`config.mk`:
```
export PLATFORM = sky130hd
export DESIGN_NAME = kpi_ctrl
export DESIGN_NICKNAME = d
export VERILOG_FILES = /design/src/hdl/keyframe_playhead_interpolator_macros.svh /design/src/hdl/kpi_pkg.sv /design/src/hdl/kpi_ctrl.sv
export SDC_FILE = /design/constraint.sdc
export NUM_CORES = 1
export LEC_CHECK = 0
export ABC_CLOCK_PERIOD_IN_PS = 1150
export BUFFER_PORTS_ARGS = -buffer_cell sky130_fd_sc_hd__buf_2
export CAP_MARGIN = 20
export CORE_AREA = 4 4 41 43
export CTS_CLUSTER_SIZE = 10
export DETAILED_ROUTE_END_ITERATION = 6
export DIE_AREA = 0 0 45 47
export GPL_TIMING_DRIVEN = 0
export PLACE_DENSITY = 0.74
export SYNTH_ARGS = -nofsm -noshare
export SYNTH_HDL_FRONTEND = slang
export SYNTH_SLANG_ARGS = --single-unit
```
`constraint.sdc`:
```
create_clock -name clk -period 1.15 [get_ports clk]
set_input_delay 0.0575 -clock clk [delete_from_list [all_inputs] [get_ports clk]]
set_output_delay 0.0575 -clock clk [all_outputs]
set_load 0.03 [all_outputs]
```
`src/hdl/keyframe_playhead_interpolator_macros.svh`:
```
// ----------------------------------------------------------------------------
// Keyframe playhead interpolator assertion macros
// Shared concurrent assertion forms, clocked on clk, disabled in reset.
// ----------------------------------------------------------------------------
`ifndef KEYFRAME_PLAYHEAD_INTERPOLATOR_MACROS_SVH
`define KEYFRAME_PLAYHEAD_INTERPOLATOR_MACROS_SVH

// same-cycle implication
`define KPI_ASSERT_IMP(label, ante, cons, msg) \
  label: assert property (@(posedge clk) disable iff (rst) (ante) |-> (cons)) \
    else $error(msg);

// next-cycle implication
`define KPI_ASSERT_NXT(label, ante, cons, msg) \
  label: assert property (@(posedge clk) disable iff (rst) (ante) |=> (cons)) \
    else $error(msg);

`endif

```
`src/hdl/kpi_pkg.sv`:
```
// ----------------------------------------------------------------------------
// kpi_pkg
// Types, widths and codes shared by the keyframe playhead interpolator.
// ----------------------------------------------------------------------------
package kpi_pkg;

  localparam int MAX_KEYS_DEFAULT = 128;

  localparam int TIME_W  = 24;
  localparam int COORD_W = 16;
  localparam int DT_W    = 16;
  localparam int REQ_W   = 3;
  localparam int TOTAL_W = 8;
  localparam int QUO_W   = COORD_W;
  localparam int PROD_W  = COORD_W + TIME_W;
  localparam int DVD_W   = PROD_W + 2;
  localparam int REM_W   = TIME_W + 1;

  typedef enum logic [REQ_W-1:0] {
    REQ_ADD     = 3'd0,
    REQ_TICK    = 3'd1,
    REQ_TOGGLE  = 3'd2,
    REQ_RESTART = 3'd3,
    REQ_SCRUB   = 3'd4
  } kpi_req_code_t;

  typedef enum logic [2:0] {
    ST_IDLE,
    ST_START,
    ST_SCAN,
    ST_MUL,
    ST_DLOAD,
    ST_DIV,
    ST_FIN,
    ST_DONE
  } kpi_state_t;

  typedef struct packed {
    logic [REQ_W-1:0]          req_type;
    logic [TIME_W-1:0]         key_time;
    logic signed [COORD_W-1:0] key_x;
    logic signed [COORD_W-1:0] key_y;
    logic [DT_W-1:0]           delta_time;
  } kpi_req_t;

  typedef struct packed {
    logic signed [COORD_W-1:0] pos_x;
    logic signed [COORD_W-1:0] pos_y;
    logic [TIME_W-1:0]         play_time;
    logic                      playing;
    logic [TOTAL_W-1:0]        key_total;
    logic                      add_rejected;
  } kpi_rsp_t;

  typedef struct packed {
    logic [TIME_W-1:0]         key_time;
    logic signed [COORD_W-1:0] key_x;
    logic signed [COORD_W-1:0] key_y;
  } kpi_key_t;

  typedef struct packed {
    logic accept;
    logic scan;
    logic cap;
    logic load_zero;
    logic load_first;
    logic load_last;
    logic mul;
    logic dload;
    logic div_step;
    logic fin;
    logic coord_y;
    logic out_load;
  } kpi_cmd_t;

  typedef struct packed {
    logic count_zero;
    logic hit;
    logic zero_len;
    logic scan_last;
    logic div_last;
  } kpi_sts_t;

endpackage

```
`src/hdl/kpi_ctrl.sv`:
```
// ----------------------------------------------------------------------------
// kpi_ctrl
// Sequencer: request update, segment scan, multiply, serial divide, result.
// ----------------------------------------------------------------------------
module kpi_ctrl (
  input  logic              clk,
  input  logic              rst,
  input  logic              req_valid,
  output logic              req_ready,
  output logic              rsp_valid,
  input  logic              rsp_ready,
  input  kpi_pkg::kpi_sts_t sts,
  output kpi_pkg::kpi_cmd_t cmd
);

  kpi_pkg::kpi_state_t state, state_next;
  logic coord_y, coord_y_next;
  logic out_valid;

  always_comb begin
    state_next   = state;
    coord_y_next = coord_y;
    unique case (state)
      kpi_pkg::ST_IDLE: begin
        if (req_valid) begin
          state_next = kpi_pkg::ST_START;
        end
      end
      kpi_pkg::ST_START: begin
        coord_y_next = 1'b0;
        state_next   = sts.count_zero ? kpi_pkg::ST_DONE : kpi_pkg::ST_SCAN;
      end
      kpi_pkg::ST_SCAN: begin
        if (sts.hit) begin
          state_next = sts.zero_len ? kpi_pkg::ST_DONE : kpi_pkg::ST_MUL;
        end else if (sts.scan_last) begin
          state_next = kpi_pkg::ST_DONE;
        end
      end
      kpi_pkg::ST_MUL:   state_next = kpi_pkg::ST_DLOAD;
      kpi_pkg::ST_DLOAD: state_next = kpi_pkg::ST_DIV;
      kpi_pkg::ST_DIV: begin
        if (sts.div_last) begin
          state_next = kpi_pkg::ST_FIN;
        end
      end
      kpi_pkg::ST_FIN: begin
        if (coord_y) begin
          state_next = kpi_pkg::ST_DONE;
        end else begin
          coord_y_next = 1'b1;
          state_next   = kpi_pkg::ST_MUL;
        end
      end
      kpi_pkg::ST_DONE: begin
        if (!out_valid || rsp_ready) begin
          state_next = kpi_pkg::ST_IDLE;
        end
      end
      default: state_next = kpi_pkg::ST_IDLE;
    endcase
  end

  always_comb begin
    cmd         = '0;
    cmd.coord_y = coord_y;
    req_ready   = 1'b0;
    unique case (state)
      kpi_pkg::ST_IDLE: begin
        req_ready  = 1'b1;
        cmd.accept = req_valid;
      end
      kpi_pkg::ST_START: begin
        cmd.load_zero = sts.count_zero;
      end
      kpi_pkg::ST_SCAN: begin
        cmd.scan       = 1'b1;
        cmd.cap        = sts.hit;
        cmd.load_first = sts.hit && sts.zero_len;
        cmd.load_last  = !sts.hit && sts.scan_last;
      end
      kpi_pkg::ST_MUL:   cmd.mul      = 1'b1;
      kpi_pkg::ST_DLOAD: cmd.dload    = 1'b1;
      kpi_pkg::ST_DIV:   cmd.div_step = 1'b1;
      kpi_pkg::ST_FIN:   cmd.fin      = 1'b1;
      kpi_pkg::ST_DONE:  cmd.out_load = !out_valid || rsp_ready;
      default: ;
    endcase
  end

  always_ff @(posedge clk) begin
    if (rst) begin
      state     <= kpi_pkg::ST_IDLE;
      coord_y   <= 1'b0;
      out_valid <= 1'b0;
    end else begin
      state   <= state_next;
      coord_y <= coord_y_next;
      if (cmd.out_load) begin
        out_valid <= 1'b1;
      end else if (rsp_ready) begin
        out_valid <= 1'b0;
      end
    end
  end

  assign rsp_valid = out_valid;

endmodule

```
Yosys cells after proc, flatten, opt, wreduce, memory -nomap -nowiden:

Cells that the tools add are included.
W data, S select, Z words.

* reductions and logical operators: 9
* equality and inequality tests: 11
* multiplexer cells: 22

Operators by type and width (number)
* $mux W3: 8
* $pmux W3 S8: 1
* $eq A3 B3 Y1 const B: 4
* $mux W1: 10
* $eq A3 B2 Y1 const B: 2
* $ne A2 B2 Y1 const B: 3
* $mux W2: 2
* $reduce_and A4 Y1: 1
* $reduce_bool A2 Y1: 2
* $eq A3 B1 Y1 const B: 1
* $logic_not A3 Y1: 1
* $ne A3 B3 Y1 const B: 1
* $logic_and A1 B1 Y1: 2
* $logic_not A1 Y1: 2
* $pmux W1 S2: 1
* $logic_or A1 B1 Y1: 1

* logic and storage cells: 45
* bits of input ports: 9
* output and inout port bits: 14
* flip-flop bits (word level): 5

Longest topological paths before layout:

* depth in word-level cells: 4
* depth in mapped cells: 5
* mapped depth without buffers: 4

Least setup slack after synthesis:

No wires, ideal clock.

* path type: reg2out
* start: register state[2]
* end: output cmd[6] (netlist name)
* cell stages (with the launch flop): 4
* buffers on the path: 1
* path slack: -575 ps
* required time: 1092 ps
* data arrival time: 1667 ps
* path through: dfxtp_1 buf_2 nor3_1 and3b_1

RTL lines
* from (decl): RTL line kpi_ctrl.sv:16 `kpi_pkg::kpi_state_t state, state_next;`
* from (signal assigned): RTL line kpi_ctrl.sv:93 `state <= kpi_pkg::ST_IDLE;`
* from (signal assigned): RTL line kpi_ctrl.sv:97 `state <= state_next;`
* to (decl): RTL line kpi_ctrl.sv:13 `output kpi_pkg::kpi_cmd_t cmd`

==> metrics.csv <==
metric;value;unit
status;finished with violations;
violations;setup timing;
n_fill_cell;105;
placed_cell_area;589;sq um
finalSetupViolCount;12;
critPathMostFrequentCell;buf_6;
place_congestion;0.771;
post-route-period-util;115;%
synthXorXnorAreaFrac;0;%
maxSlewHeadroom;83.1;%
grt_pass1_wl;2.20;mm
cpPeakStageDelay;0.36;ns
gr-total-overflow;0;
antenna_found_initial;0;
fin_nets;103;
power.density;1670;nW/um^2
regArea;113;sq um
ir_worst_vdd;1250;uV
fp.dieH;47;um
slew_viol_final;0;
synthMuxAreaShare;3.52;%
ys_types;26;
rows;13;
critPathKind;flop to output port;
ant_nets;0;
syn_area;427;sq um
clk_pin_slew;0.04;ns
utilization;65.7;%
numCtsBuffers;3;
drt-initial-drc-count;11;
post-route-min-period;1.33;ns
grt_pass1_vias;519;
synth_fa_ha_area_share;0;%
grt_setup_unrepaired;true;
drive_gt1_share;73.1;%
setup.worst_path.start;state[2]$_SDFFE_PP0P_;
first_pass_iters;4;
cts_tree;done;
r2r-end;state[1]$_SDFFE_PP0P_;
ys_seq_area_share;23.5;%
clock.fmax;0.754;GHz
cp.required;1.09;ns
synth_simple_gate_area_share;40.8;%
syn_inst;56;
synth_compound_area_share;19.4;%
syn2layout_area_growth;100;%
ff2ff_path_depth;6;
die_area;2120;sq um
fin_area;855;sq um
cp_slowest_cell;dfxtp_4;
grt_start_max_net_pins;9;
core;1300;sq um
totalWireLength;1.51;mm
crit_fanout;5;
dp_slack;-0.0537;ns
final.setup.worst_slack;-0.177;ns
hold_start;rst;
synth-seq-cells;5;
clock-root-buffer;clkbuf_4;
avgSynthCellArea;7.62;sq um
via_count;560;
syn_nets;65;
holdPathEnd;rsp_valid$_SDFFE_PP0P_;
clock-sinks;5;
grt_util_met3;1.92;%
dpl.hpwl;864;um
use_met1;16.8;%
pin_count;23;
start_util;32.8;%
regToRegSetupSlack;-0.15;ns
clk_latency;0.24;ns
tightestPinTransition;0.252;ns
wl_per_cell;14.0;um
die_x;45;um
min_path_type;input pin to flop;
layout_commonest_cell;buf_6;
synth_warnings;0;
path_cells;buf_6, nor3_4, and3b_1, buf_6;
drc;0;
skew;0.00225;ns
crit_arrival;1.27;ns
grt_usage;14.2;%
met2_usage;24.3;%
layout_common_cells;buf_6, buf_2, buf_4, nor2_1, o21ai_0;
clock_path_buffers;2;
hold_viol;0;
total_leakage_power;0.414;nW
portBuffers;22;
end_kind;output port;
multi_input_area;350;sq um
tns;-1.09;ns
synth_top_family_by_area;simple AND/OR/NAND/NOR gates;
min_path_cells;2;
antenna_cells;0;
r2r-start;state[1]$_SDFFE_PP0P_;
htree_levels;1;
via_per_inst;5.19;
max_cap_violations;0;
startpoint_type;flop;
top_usage_layer;met2;
==> through the flow <==
stage          hold WS, ns  power (W)  std cells
4_1_cts             0.0656    0.00126        105
2_1_floorplan        0.120   0.000715         56
6_report            0.0810    0.00142        108
3_3_place_gp         0.318   0.000838         93
5_1_grt              0.102    0.00150        108
3_5_place_dp         0.321   0.000844         93
==> what timing repair did <==
action                                 CTS  global route
setup endpoints to repair               15            15
hold buffers                             0             0
pin swaps                                5             2
resized for setup                       31            21
endpoints found under the hold margin    0             0
cloned                                   2             0
setup buffers                            6             3
==> synth_stat cells, drive strengths merged <==
library cell  number  area share [%]
buf                5             9.1
inv                3             3.8
nor3               3             3.5
nor2b              4             5.9
nand3              2             2.3
mux2               1             3.5
a21oi              3             3.5
nand2              2             1.8
o31ai              1             2.9
o311a              1             2.3
and3b              2             4.4
nor3b              1             1.8
o221a              1             2.6
nor2               9             9.7
and2               3             5.0
and3               4             6.5
dfxtp              5              23
o21ai              6             7.9
==> worst max-delay path by stage <==
| stage | to | cells after the start | slack, ns |
|---|---|---|---|
| global route | cmd[6] | 4 | -0.22 |
| CTS | cmd[6] | 4 | -0.13 |
| finish | cmd[6] | 4 | -0.18 |
| floorplan | cmd[6] | 3 | -0.16 |
| global placement | state[1]$_SDFFE_PP0P_ | 5 | -0.05 |
| detailed placement | state[1]$_SDFFE_PP0P_ | 5 | -0.05 |
==> critical path, delay by kind of cell (launching register included) <==
family	cells	cell delay [ns]
buffers and inverters	2	0.28
flip-flops	1	0.36
AND/OR/NAND/NOR	2	0.39
==> area by class of cell <==
cell class | instances | area share, %
Sequential cell | 5 | 13.2
Buffer | 5 | 6.15
Inverter | 3 | 2.49
Timing Repair Buffer | 33 | 31.9
Clock buffer | 4 | 3.07
Tap cell | 15 | 2.20
Multi-Input combinational cell | 43 | 41.0
==> power by group <==
part | leakage, nW | internal [W] | switching [W]
Combinational | 0.356 | 0.000482 | 0.000491
Sequential | 0.0433 | 0.000208 | 0.0000379
Clock | 0.0150 | 0.000131 | 0.0000745
==> state kept, by name, summed over array words and instances (netlist names) <==
signal	count
coord_y	1
rsp_valid	1
state	3
==> cell families (layout without fill, tap and decap cells) <==
logic type / count (synthesis) / in the layout
and+or+nand+nor: 30 / 30
AOI/OAI and AO/OA: 12 / 12
buffers and inverters: 8 / 45
DFF: 5 / 5
muxes: 1 / 1
==> metal layers <==
layer	routed length, um	vias up
li1	-	269
met1	617	263
met2	799	26
met3	88	2
met4	9	0
met5	0	-
Power figures use the tool's default switching activity.
